--- config.mk ---
export PLATFORM = sky130hd
export DESIGN_NAME = object_block_frame_deframer
export DESIGN_NICKNAME = d
export VERILOG_FILES = /design/src/hdl/obfd_pkg.sv /design/src/hdl/obfd_window.sv /design/src/hdl/object_block_frame_deframer.sv
export SDC_FILE = /design/constraint.sdc
export NUM_CORES = 1
export LEC_CHECK = 0
export BUFFER_PORTS_ARGS = -buffer_cell sky130_fd_sc_hd__buf_2
export CAP_MARGIN = 0
export CORE_MARGIN = 10
export CORE_UTILIZATION = 40
export DETAILED_ROUTE_END_ITERATION = 6
export MAX_ROUTING_LAYER = met4
export PLACE_DENSITY_LB_ADDON = 0.12
export SYNTH_ARGS = -nofsm -noshare
export SYNTH_HDL_FRONTEND = slang
export SYNTH_SLANG_ARGS = --single-unit
--- constraint.sdc ---
create_clock -name clk -period 15.6 [get_ports clk]
set_clock_uncertainty 0.05 [all_clocks]
set_input_delay 2.34 -clock clk [delete_from_list [all_inputs] [get_ports clk]]
set_output_delay 2.34 -clock clk [all_outputs]
set_load 0.01 [all_outputs]
--- src/hdl/obfd_pkg.sv ---
// Package for the sync-word block deframer.
// Holds the link word codes, parse phase codes, result kind codes and window limits.
// No dependencies.
package obfd_pkg;

  // Link words
  localparam logic [15:0] SYNC_NORMAL = 16'haa55;
  localparam logic [15:0] SYNC_CC     = 16'haa56;
  localparam logic [15:0] SYNC_SLIP   = 16'h55aa;
  localparam logic [15:0] NO_WORD     = 16'hffff;

  // Parse phases
  localparam logic [1:0] PH_HUNT   = 2'd0;
  localparam logic [1:0] PH_CSUM   = 2'd1;
  localparam logic [1:0] PH_FIELDS = 2'd2;
  localparam logic [1:0] PH_AFTER  = 2'd3;

  // Result kinds
  localparam logic [1:0] KIND_BLOCK   = 2'd0;
  localparam logic [1:0] KIND_SUMMARY = 2'd1;
  localparam logic [1:0] KIND_NOFRAME = 2'd2;

  // Window limits
  localparam logic [20:0] HORIZON_Y  = 21'd110;
  localparam logic [20:0] TRAP_LOW   = 21'd810;
  localparam logic [20:0] TRAP_HIGH  = 21'd2340;
  localparam logic [20:0] CLAW_X_MIN = 21'd100;
  localparam logic [20:0] CLAW_X_MAX = 21'd250;

  // Window selection
  localparam logic WIN_UPPER_TRAP = 1'b0;

endpackage

--- src/hdl/obfd_window.sv ---
// Target window test for one block centre.
// Exact integer form of the upper trapezoid and the claw rectangle.
// Depends on obfd_pkg.
module obfd_window (
  input  logic        mode,
  input  logic [15:0] x,
  input  logic [15:0] y,
  output logic        hit
);
  import obfd_pkg::*;

  logic [20:0] x_w;
  logic [20:0] y_w;
  logic [20:0] x9;
  logic [20:0] y2;
  logic        trap_hit;
  logic        claw_hit;

  // Widen and scale the coordinates
  assign x_w = {5'd0, x};
  assign y_w = {5'd0, y};
  assign x9  = (x_w << 3) + x_w;
  assign y2  = y_w << 1;

  // Upper trapezoid: y < 110, 9x + 2y > 810, 9x < 2340 + 2y
  assign trap_hit = (y_w < HORIZON_Y) && ((x9 + y2) > TRAP_LOW) && (x9 < (TRAP_HIGH + y2));

  // Claw rectangle: y > 110, 100 < x < 250
  assign claw_hit = (y_w > HORIZON_Y) && (x_w > CLAW_X_MIN) && (x_w < CLAW_X_MAX);

  assign hit = (mode == WIN_UPPER_TRAP) ? trap_hit : claw_hit;

endmodule

--- src/hdl/object_block_frame_deframer.sv ---
// Top level of the sync-word block deframer.
// Pairs bytes into words, parses block records and frame summaries.
// Depends on obfd_pkg and obfd_window.

// Takes one received byte per cycle and answers with at most one result per
// byte: the byte lands in an input register, word assembly and record parsing
// run combinationally from that register, and the result is written to the
// output register at the edge that takes the byte. A byte is taken in every
// cycle unless a finished result is held by out_stall. Bytes pair
// little-endian into words; a doubled 0xaa55 (normal) or 0xaa56 (colour-code)
// opens a frame, and a 0x55aa while hunting drops one byte to fix the pairing.
// Each block record comes out with checksum_ok and color_code; the frame end
// gives block_count and the largest-area block inside the window chosen by
// window_mode (0 upper trapezoid, 1 claw rectangle); the user must write it
// through cfg_data only while the block is idle, and the block does not
// enforce this. A frame holds up to MAX_BLOCKS blocks.
module object_block_frame_deframer #(
  parameter int MAX_BLOCKS = 30
) (
  input  logic        clk,
  input  logic        rst,
  // Byte input channel
  input  logic        in_valid,
  output logic        in_stall,
  input  logic [7:0]  rx_byte,
  // Configuration write channel
  input  logic        cfg_valid,
  output logic        cfg_ready,
  input  logic        cfg_data,
  // Result channel
  output logic        out_valid,
  input  logic        out_stall,
  output logic [1:0]  result_kind,
  output logic [15:0] signature,
  output logic [15:0] x_pos,
  output logic [15:0] y_pos,
  output logic [15:0] box_width,
  output logic [15:0] box_height,
  output logic [15:0] angle,
  output logic        checksum_ok,
  output logic        color_code,
  output logic [4:0]  block_count,
  output logic        best_found,
  output logic [4:0]  best_index
);
  import obfd_pkg::*;

  localparam int CW = $clog2(MAX_BLOCKS + 1);
  localparam logic [CW-1:0] CAP = CW'(MAX_BLOCKS);

  // Configuration
  logic window_mode;

  // Input register
  logic       s1_valid;
  logic [7:0] s1_byte;
  logic       advance;
  logic       take;

  // Parse state
  logic [1:0]    parse_phase, parse_phase_next;
  logic          byte_half, byte_half_next;
  logic [7:0]    low_byte_hold, low_byte_hold_next;
  logic [15:0]   previous_word, previous_word_next;
  logic [2:0]    field_counter, field_counter_next;
  logic [15:0]   block_fields [5];
  logic [15:0]   received_checksum, received_checksum_next;
  logic [15:0]   running_sum, running_sum_next;
  logic [CW-1:0] frame_block_count, frame_block_count_next;
  logic          color_code_mode, color_code_mode_next;
  logic [31:0]   best_area, best_area_next;
  logic [CW-1:0] best_slot, best_slot_next;
  logic          best_valid, best_valid_next;
  logic          drop_next, drop_next_next;
  logic          fld_we;

  // Word and block datapath
  logic [15:0]   word;
  logic [15:0]   cur_height;
  logic [31:0]   area;
  logic          win_hit;
  logic [CW+4:0] count_wide;
  logic [CW+4:0] slot_wide;

  // Result before the output register
  logic        res_valid;
  logic [1:0]  res_kind;
  logic [15:0] res_sig, res_x, res_y, res_w, res_h, res_ang;
  logic        res_ckok, res_cc, res_found;
  logic [4:0]  res_count, res_index;

  // Configuration port: always ready
  assign cfg_ready = 1'b1;

  always_ff @(posedge clk) begin
    if (rst) begin
      window_mode <= 1'b0;
    end else if (cfg_valid && cfg_ready) begin
      window_mode <= cfg_data;
    end
  end

  // Handshake: advance when the output register is empty or being drained
  assign advance  = !out_valid || !out_stall;
  assign take     = s1_valid && advance;
  assign in_stall = s1_valid && !advance;

  always_ff @(posedge clk) begin
    if (rst) begin
      s1_valid <= 1'b0;
    end else if (!in_stall) begin
      s1_valid <= in_valid;
    end
  end

  always_ff @(posedge clk) begin
    if (!in_stall) begin
      s1_byte <= rx_byte;
    end
  end

  // Assemble the word and evaluate the finished block
  assign word       = {s1_byte, low_byte_hold};
  assign cur_height = (field_counter == 3'd4) ? word : block_fields[4];
  assign area       = {16'd0, block_fields[3]} * {16'd0, cur_height};

  obfd_window u_window (
    .mode (window_mode),
    .x    (block_fields[1]),
    .y    (block_fields[2]),
    .hit  (win_hit)
  );

  assign count_wide = {5'd0, frame_block_count};
  assign slot_wide  = {5'd0, best_slot};

  // Parse one byte
  always_comb begin
    parse_phase_next       = parse_phase;
    byte_half_next         = byte_half;
    low_byte_hold_next     = low_byte_hold;
    previous_word_next     = previous_word;
    field_counter_next     = field_counter;
    received_checksum_next = received_checksum;
    running_sum_next       = running_sum;
    frame_block_count_next = frame_block_count;
    color_code_mode_next   = color_code_mode;
    best_area_next         = best_area;
    best_slot_next         = best_slot;
    best_valid_next        = best_valid;
    drop_next_next         = drop_next;
    fld_we                 = 1'b0;
    res_valid = 1'b0;
    res_kind  = KIND_BLOCK;
    res_sig   = 16'd0;
    res_x     = 16'd0;
    res_y     = 16'd0;
    res_w     = 16'd0;
    res_h     = 16'd0;
    res_ang   = 16'd0;
    res_ckok  = 1'b0;
    res_cc    = 1'b0;
    res_count = 5'd0;
    res_found = 1'b0;
    res_index = 5'd0;

    if (take) begin
      if (drop_next) begin
        // Drop one byte to realign the pairing
        drop_next_next = 1'b0;
      end else if (!byte_half) begin
        // Hold the low byte
        low_byte_hold_next = s1_byte;
        byte_half_next     = 1'b1;
      end else begin
        byte_half_next = 1'b0;
        case (parse_phase)
          PH_HUNT: begin
            if (word == 16'd0 && previous_word == 16'd0) begin
              frame_block_count_next = '0;
              previous_word_next     = NO_WORD;
              res_valid              = 1'b1;
              res_kind               = KIND_NOFRAME;
            end else if ((word == SYNC_NORMAL && previous_word == SYNC_NORMAL) ||
                         (word == SYNC_CC && previous_word == SYNC_CC)) begin
              color_code_mode_next   = (word == SYNC_CC);
              frame_block_count_next = '0;
              best_area_next         = 32'd0;
              best_slot_next         = '0;
              best_valid_next        = 1'b0;
              parse_phase_next       = PH_CSUM;
            end else begin
              if (word == SYNC_SLIP) begin
                drop_next_next = 1'b1;
              end
              previous_word_next = word;
            end
          end
          PH_CSUM: begin
            if (word == SYNC_NORMAL || word == SYNC_CC || word == 16'd0) begin
              // Close the frame
              res_valid = 1'b1;
              res_kind  = KIND_SUMMARY;
              res_count = count_wide[4:0];
              res_found = best_valid;
              res_index = best_valid ? slot_wide[4:0] : 5'd0;
              if (word == 16'd0) begin
                parse_phase_next   = PH_HUNT;
                previous_word_next = NO_WORD;
              end else begin
                // Open the next frame at once
                color_code_mode_next   = (word == SYNC_CC);
                frame_block_count_next = '0;
                best_area_next         = 32'd0;
                best_slot_next         = '0;
                best_valid_next        = 1'b0;
                parse_phase_next       = PH_CSUM;
              end
            end else begin
              received_checksum_next = word;
              running_sum_next       = 16'd0;
              field_counter_next     = 3'd0;
              parse_phase_next       = PH_FIELDS;
            end
          end
          PH_FIELDS: begin
            fld_we             = (field_counter < 3'd5);
            running_sum_next   = running_sum + word;
            field_counter_next = field_counter + 3'd1;
            if ((field_counter_next == 3'd5 && !color_code_mode) ||
                field_counter_next >= 3'd6) begin
              res_valid = 1'b1;
              res_kind  = KIND_BLOCK;
              res_sig   = block_fields[0];
              res_x     = block_fields[1];
              res_y     = block_fields[2];
              res_w     = block_fields[3];
              res_h     = cur_height;
              res_ang   = (field_counter >= 3'd5) ? word : 16'd0;
              res_ckok  = (running_sum_next == received_checksum);
              res_cc    = color_code_mode;
              // Track the largest in-window block
              if (win_hit && area > best_area) begin
                best_area_next  = area;
                best_slot_next  = frame_block_count;
                best_valid_next = 1'b1;
              end
              frame_block_count_next = frame_block_count + CW'(1);
              parse_phase_next       = PH_AFTER;
            end
          end
          default: begin
            if ((word == SYNC_NORMAL || word == SYNC_CC) && frame_block_count < CAP) begin
              color_code_mode_next = (word == SYNC_CC);
              parse_phase_next     = PH_CSUM;
            end else begin
              if (word == SYNC_NORMAL || word == SYNC_CC) begin
                color_code_mode_next = (word == SYNC_CC);
              end
              res_valid          = 1'b1;
              res_kind           = KIND_SUMMARY;
              res_count          = count_wide[4:0];
              res_found          = best_valid;
              res_index          = best_valid ? slot_wide[4:0] : 5'd0;
              parse_phase_next   = PH_HUNT;
              previous_word_next = NO_WORD;
            end
          end
        endcase
      end
    end
  end

  // Control state
  always_ff @(posedge clk) begin
    if (rst) begin
      parse_phase       <= PH_HUNT;
      byte_half         <= 1'b0;
      low_byte_hold     <= 8'd0;
      previous_word     <= NO_WORD;
      field_counter     <= 3'd0;
      running_sum       <= 16'd0;
      frame_block_count <= '0;
      color_code_mode   <= 1'b0;
      best_area         <= 32'd0;
      best_slot         <= '0;
      best_valid        <= 1'b0;
      drop_next         <= 1'b0;
    end else begin
      parse_phase       <= parse_phase_next;
      byte_half         <= byte_half_next;
      low_byte_hold     <= low_byte_hold_next;
      previous_word     <= previous_word_next;
      field_counter     <= field_counter_next;
      running_sum       <= running_sum_next;
      frame_block_count <= frame_block_count_next;
      color_code_mode   <= color_code_mode_next;
      best_area         <= best_area_next;
      best_slot         <= best_slot_next;
      best_valid        <= best_valid_next;
      drop_next         <= drop_next_next;
    end
  end

  // Record fields and checksum
  always_ff @(posedge clk) begin
    received_checksum <= received_checksum_next;
    if (fld_we) begin
      block_fields[field_counter] <= word;
    end
  end

  // Output register
  always_ff @(posedge clk) begin
    if (rst) begin
      out_valid <= 1'b0;
    end else if (advance) begin
      out_valid <= res_valid;
    end
  end

  always_ff @(posedge clk) begin
    if (advance && res_valid) begin
      result_kind <= res_kind;
      signature   <= res_sig;
      x_pos       <= res_x;
      y_pos       <= res_y;
      box_width   <= res_w;
      box_height  <= res_h;
      angle       <= res_ang;
      checksum_ok <= res_ckok;
      color_code  <= res_cc;
      block_count <= res_count;
      best_found  <= res_found;
      best_index  <= res_index;
    end
  end

`ifndef SYNTHESIS
  // Block count never passes the frame cap
  assert property (@(posedge clk) disable iff (rst) frame_block_count <= CAP)
    else $error("frame block count above cap");

  // A byte drop is only pending on a word boundary
  assert property (@(posedge clk) disable iff (rst) !(drop_next && byte_half))
    else $error("byte drop pending in the middle of a word");

  // Inside a frame the best block is one already counted
  assert property (@(posedge clk) disable iff (rst)
    (best_valid && parse_phase != PH_HUNT) |->
      (best_slot < frame_block_count && best_area != 32'd0))
    else $error("best block not consistent with frame count");

  // A no-frame result carries no summary
  assert property (@(posedge clk) disable iff (rst)
    (out_valid && result_kind == KIND_NOFRAME) |-> (block_count == 5'd0 && !best_found))
    else $error("no-frame result with summary fields");
`endif

endmodule

# ---- Yosys cells after proc, flatten, opt, wreduce, memory -nomap -nowiden
# Memories as Yosys holds them, arrays and structs flattened. A register that Yosys moved wholly into a read port is not among the register bits.
# Index checks and enable logic that the tools add are counted.
dict set report totals {
  regBits 213
  mem_bits_rw 80
  wordCells 201
  latch_bits 0
  mem_count 1
  rom_bits 0
  in_bits 14
}
# memory depth word_bits rd rd_ports_with_merged_regs write_ports line
set mem_list {}
lappend mem_list {block_fields 5 16 5 1 1 object_block_frame_deframer.sv:66} ;# logic [15:0] block_fields [5];
dict set report classes {
  order_cmp 11
  shift 0
  n_eq_ne 21
  n_reduce_logical 41
  n_div 0
  addsub 6
  mux 85
  n_bitwise 7
  mul 1
}
# operator n
set ops {}
lappend ops {{2-to-1 mux 32 bit} 6}
lappend ops {{2-to-1 mux 16 bit} 7}
lappend ops {{case mux 32 bit (3 select lines)} 1}
lappend ops {{2-to-1 mux 5 bit} 13}
lappend ops {{equality test 16 bit (second input constant)} 4}
lappend ops {{case mux 16 bit (3 select lines)} 1}
lappend ops {{2-to-1 mux 1 bit} 39}
lappend ops {{greater-than comparator 16 x 7 -> 1 bit (second input constant)} 2}
lappend ops {{greater-than comparator 32 bit} 1}
lappend ops {{logical NOT 16 bit} 2}
lappend ops {{multiplier 16 x 16 -> 32 bit} 1}
lappend ops {{case mux 16 bit (2 select lines)} 1}
lappend ops {{case mux 5 bit (3 select lines)} 2}
lappend ops {{adder 21 x 17 -> 21 bit} 1}
lappend ops {{greater-than comparator 21 x 10 -> 1 bit (second input constant)} 1}
lappend ops {{less-than comparator 21 bit} 1}
lappend ops {{adder 19 x 16 -> 20 bit} 1}
lappend ops {{case mux 5 bit (2 select lines)} 2}
lappend ops {{adder 12 x 17 -> 18 bit (first input constant)} 1}
lappend ops {{adder 16 bit} 1}
lappend ops {{equality test 16 x 15 -> 1 bit (second input constant)} 1}
lappend ops {{equality test 16 bit} 1}
lappend ops {{less-than comparator 16 x 7 -> 1 bit (second input constant)} 1}
lappend ops {{less-than comparator 16 x 8 -> 1 bit (second input constant)} 1}
lappend ops {{other kinds (36)} 80}

# ---- Depth between registers and ports, before layout
# An unclocked memory read counts as a cell.
dict set report depth {
  depth_word 11
  mapped_depth 40
  ltp_nobuf 38
}

# ---- Cells and area by module
# A second synthesis with hierarchy kept.
dict set report unflattened {
  hier_cells 2326
  hier_area_um2 23934.2
}
# mod area_each_um2 cells_each instances
set modules_own_cells {}
lappend modules_own_cells {object_block_frame_deframer 21752.1 2032 1}
lappend modules_own_cells {obfd_window 2182.1 294 1}

# ---- Worst setup path after synthesis
# Ideal clock, no wire load.
dict set report synth_timing {
  path_type {register -> register}
  startpoint {reg field_counter[0]}
  endpoint {reg best_valid}
  slack_ns 6.074
  t_required_ns 15.422
  n_path_buf 3
  path_stages_with_launch 38
  synth_period_minus_slack_ns 9.526
  arrival_ns 9.348
  path_cell_list {dfxtp_1 -> inv_1 -> ha_1 -> nand2_1 -> clkbuf_1 -> mux2_2 -> clkbuf_1 -> nand2_1 -> fa_1 -> fa_1 -> fa_1 -> fa_1 -> inv_1 -> fa_1 -> inv_1 -> fa_1 -> inv_1 -> ha_1 -> [... 2 more ...] -> o31a_1 -> nand4_1 -> a31oi_1 -> a221o_1 -> a211oi_1 -> xnor2_1 -> ha_1 -> nand4_1 -> nor4_1 -> nand4_1 -> o31ai_1 -> a211oi_1 -> o21ai_0 -> o2111ai_1 -> a41oi_2 -> buf_2 -> mux2i_1 -> nor2_1}
}
dict set report synth_via {
  elab_chain_len 7
  word_cells_on_any_way 13
}
# element line
set synth_rtl {}
lappend synth_rtl {{start, declared} object_block_frame_deframer.sv:65} ;# logic [2:0] field_counter, field_counter_next;
lappend synth_rtl {{start signal, assigned} object_block_frame_deframer.sv:294} ;# field_counter <= field_counter_next;
lappend synth_rtl {{equality test 3 bit} object_block_frame_deframer.sv:124} ;# assign cur_height = (field_counter == 3'd4) ? word : block_fields[4];
lappend synth_rtl {{2-to-1 mux 16 bit} object_block_frame_deframer.sv:124}
lappend synth_rtl {{multiplier 16 x 16 -> 32 bit} object_block_frame_deframer.sv:125} ;# assign area = {16'd0, block_fields[3]} * {16'd0, cur_height};
lappend synth_rtl {{greater-than comparator 32 bit} object_block_frame_deframer.sv:243} ;# if (win_hit && area > best_area) begin
lappend synth_rtl {{logical AND 1 bit} object_block_frame_deframer.sv:243}
lappend synth_rtl {{inequality test 2 bit (no line)} -}
lappend synth_rtl {{AND reduction 10 bit (no line) (*)} -}
lappend synth_rtl {{end signal, assigned} object_block_frame_deframer.sv:300} ;# best_valid <= best_valid_next;
lappend synth_rtl {{end, declared} object_block_frame_deframer.sv:73} ;# logic best_valid, best_valid_next;
# Every way passes the cells marked *; elsewhere a longest branch is shown, timed or not.
# A chain may end at the register's enable or synchronous reset.

# ---- Final worst setup path
dict set report layout_timing {
  startpoint {reg field_counter[0]}
  endpoint {reg best_area[25]}
}
dict set report layout_via {
  elab_chain_len 7
  word_cells_on_any_way 16
}
# element line
set layout_rtl {}
lappend layout_rtl {{equality test 3 bit} object_block_frame_deframer.sv:124}
lappend layout_rtl {{2-to-1 mux 16 bit} object_block_frame_deframer.sv:124}
lappend layout_rtl {{multiplier 16 x 16 -> 32 bit} object_block_frame_deframer.sv:125}
lappend layout_rtl {{greater-than comparator 32 bit} object_block_frame_deframer.sv:243}
lappend layout_rtl {{logical AND 1 bit} object_block_frame_deframer.sv:243}
lappend layout_rtl {{inequality test 2 bit (no line)} -}
lappend layout_rtl {{AND reduction 10 bit (no line)} -}
lappend layout_rtl {{end signal, assigned} object_block_frame_deframer.sv:298} ;# best_area <= best_area_next;
lappend layout_rtl {{end, declared} object_block_frame_deframer.sv:71} ;# logic [31:0] best_area, best_area_next;
# Parallel ways exist; a longest one is shown, timed or not. The select of a mux whose other input is x is not followed.

==> flow_summary_export.csv <==
group,metric,value,unit
final_layout,instances_no_fill,3192,
clocking,cts_tree,"yes",
final_layout,drive_above_1_share,0.104,
timing,finalMaxSlewViolations,0,
min_path,hold_path_depth,2,
critical_path,crit_path_frequent_cell,"fa_1",
timing,setup_viol,0,
drt,dr.pass1.iters,5,
drt,ant_nets,0,
critical_path,reg2reg_from,"field_counter[0]",
logic_synthesis,ys_warn_count,0,
critical_path,cp.arrival,11.86,ns
job,max_cap_violations,0,
critical_path,end_kind,"flip-flop",
global_routing,overflow,0,
clocking,clk_path_buf_depth,3,
die,start_util,0.405,
critical_path,startpoint_type,"flip-flop",
logic_synthesis,avgSynthCellArea,10.2,µm²
placed_design,hpwl,45500,µm
critical_path,worst_ep_required_time,15.98,ns
timing,fmax,87.1,MHz
drt,routed_wl,63000,µm
timing,hold_violations,0,
die,die_h,262,µm
final_layout,antennaDiodeCount,0,
clocking,htreeDepth,2,
timing,final.period_utilization,0.736,
final_layout,nNetsFinal,2815,
logic_synthesis,yosys.area.top_type_share,0.277,
drt,vias_per_cell,5.21,
logic_synthesis,yosys.area.top_type,"edfxtp_1",
clocking,postCtsSetupBuffers,0,
critical_path,r2r-end,"best_area[25]",
placed_design,pre_cts_slack,4.06,ns
timing,slew_headroom,0.128,
clocking,hold_buffers,0,
logic_synthesis,syn_inst,2279,
final_layout,fillers,5474,
final_layout,multiInputGateArea,13600,µm²
logic_synthesis,ys.flop_type,"edfxtp_1",
timing,fin_tns_setup,0,ns
placed_design,place_inst,3123,
power_and_ir_drop,p_per_area,69.7,nW/µm²
global_routing,grt_start_max_net_pins,65,
min_path,hp-start,"running_sum[7]",
power_and_ir_drop,vdd_drop_max,58.5,µV
die,die_w,262,µm
logic_synthesis,synth_top_family_by_area,"adder cells",
drt,vias,16630,
drt,drc_errors,0,
placed_design,io_buffers,126,
drt,dr.first_iter.drc_count,1057,
critical_path,path_class,"flip-flop to flip-flop",
status,status,"finished, final reports clean",
min_path,hold_class,"flip-flop to flip-flop",
final_layout,mostFrequentLayoutCells,"inv_1, edfxtp_1, nand2_1, ha_1, fa_1",
final_layout,final_common_cell,"inv_1",
logic_synthesis,synth_compound_area_frac,0.0897,
clocking,cts_sinks,309,
critical_path,cp_max_fo,63,
min_path,hold_end,"running_sum[7]",
logic_synthesis,yosys.area_share.simple,0.165,
logic_synthesis,synth_seq_cells,309,
logic_synthesis,synth_xor_area_frac,0.0338,
die,io_pins,128,
die,num_rows,88,
logic_synthesis,synth_fa_ha_area_frac,0.279,
timing,worst_slew_pin_slew,1.30,ns
timing,fin_crit,11.48,ns
logic_synthesis,syn_area,23300,µm²
clocking,numCtsBuffers,38,
placed_design,routabilityCongestion,0.853,
global_routing,grt_pass1_wl,102000,µm
global_routing,antenna_found_initial,2,
logic_synthesis,synth_seq_area_share,0.357,
power_and_ir_drop,leakagePower,10.7,nW
clocking,cts-root-buf,"clkbuf_16",
drt,wire_per_inst,19.8,µm
timing,layout_setup_ws,4.12,ns
final_layout,regArea,8340,µm²
die,core,57700,µm²
critical_path,cp_slowest_stage_delay,0.57,ns
clocking,clock_latency,0.57,ns
critical_path,cp_slowest_cell,"nand2_1",
timing,rsz0062_at_grt,"false",
logic_synthesis,synth_edf_count,215,
logic_synthesis,synth.distinct_cells,76,
global_routing,grt_pass1_vias,17452,
critical_path,r2r_cells,34,
logic_synthesis,synth_mux_area_frac,0.0131,
logic_synthesis,synthTopCellsByArea,"edfxtp_1, fa_1, ha_1",
global_routing,grt_use_total,0.196,
critical_path,r2r_slack,4.12,ns
logic_synthesis,postSynth.asyncResetShare,0,
final_layout,syn2layout_area_growth,12.3,%
clocking,cts_resized,0,
die,die_area,68400,µm²
logic_synthesis,syn_nets,2696,
clocking,clkTransAtPathRegs,0.06,ns
stage by stage:
stage / hold slack (ns) / area [µm²] / utilization / power, W
CTS: 0.407 / 26200 / 0.454 / 0.00185
detailed placement: 0.399 / 24900 / 0.432 / 0.000938
global placement: 0.393 / 24900 / 0.432 / 0.000938
global route: 0.431 / 26200 / 0.454 / 0.00189
finish: 0.407 / 26200 / 0.454 / 0.00183
floorplan: 0.386 / 23300 / - / 0.000916
logic make-up (layout without fill, tap and decap cells):
group | after synthesis | in the layout
and+or+nand+nor | 750 | 750
adders and majority gates | 403 | 403
buffers and inverters | 381 | 529
AOI/OAI and AO/OA | 316 | 316
DFF | 309 | 309
xor gates and xnor gates | 90 | 90
muxes | 29 | 29
other | 1 | 1
cell usage after synthesis, types with 5 or more instances:
library cell  count
fa_1            197
nand2_1         205
nor2b_1          66
inv_1           300
ha_1            206
a2111oi_0         5
o21ai_0          32
nand2b_1         47
mux2i_1          16
o21bai_1         24
a22o_1            7
and3_1           12
mux2_2           13
nor3_1           38
a21o_1           32
edfxtp_1        215
clkbuf_1         73
nor2_1          102
nor4_1           13
xnor2_1          60
o31ai_1           7
a21oi_1         114
a31oi_1          10
o211ai_1          9
a22oi_1          11
nand4_1          20
dfxtp_1          94
nand3_1          59
and2_1          163
xor2_1           30
a211oi_1         10
o21a_1            7
worst max-delay path by stage:
stage | to | slack, ns | startpoint | cells past startpoint
2_1_floorplan | best_valid | 6.07 | field_counter[0] | 37
3_3_place_gp | best_area[28] | 4.45 | field_counter[0] | 34
3_5_place_dp | best_area[25] | 4.06 | field_counter[0] | 37
4_1_cts | best_area[25] | 4.02 | field_counter[0] | 37
5_1_grt | best_area[25] | 3.36 | field_counter[0] | 38
6_report | best_area[25] | 4.12 | field_counter[0] | 34
routing by layer:
metal | global-route usage | share of wire
met2 | 0.307 | 0.46
met5 | - | 0
met3 | 0.0310 | 0.053
met1 | 0.263 | 0.47
met4 | 0.0474 | 0.021
where the power goes:
part / internal, W / switching [W] / leakage [nW] / total (W)
combinational: 0.0000125 / 0.0000309 / 7.61 / 0.0000434
clock: 0.000541 / 0.000365 / 0.624 / 0.000906
sequential: 0.000874 / 0.00000337 / 2.48 / 0.000878
critical path, delay by kind of cell (launching register included):
family                     cells  cell delay [ns]
AOI/OAI and AO/OA             11             2.89
xor gates and xnor gates       1             0.17
adders and majority gates      9             4.16
buffers and inverters          4             0.77
DFF                            1             0.53
muxes                          1             0.57
and+or+nand+nor                8             2.13
layout make-up:
type                    instances  share of cell area
clock buffers                  49              0.0409
clock inverters                20             0.00835
inverters                     300              0.0429
multi-input cells            1589               0.519
flip-flops and latches        309               0.318
well taps                     765              0.0365
repair buffers                160              0.0338
flip-flops by register name, summed over array words and instances (netlist names), 2 cells and up:
name and cells:
box_height 16, angle 16, received_checksum 16, parse_phase 2, field_counter 3, s1_byte 8
best_index 5, best_slot 5, best_area 32, running_sum 16, box_width 16, signature 16
y_pos 16, block_fields 80, result_kind 2, previous_word 16, low_byte_hold 8, block_count 5
x_pos 16, frame_block_count 5
Note: power is estimated with default switching activity, not from simulation.
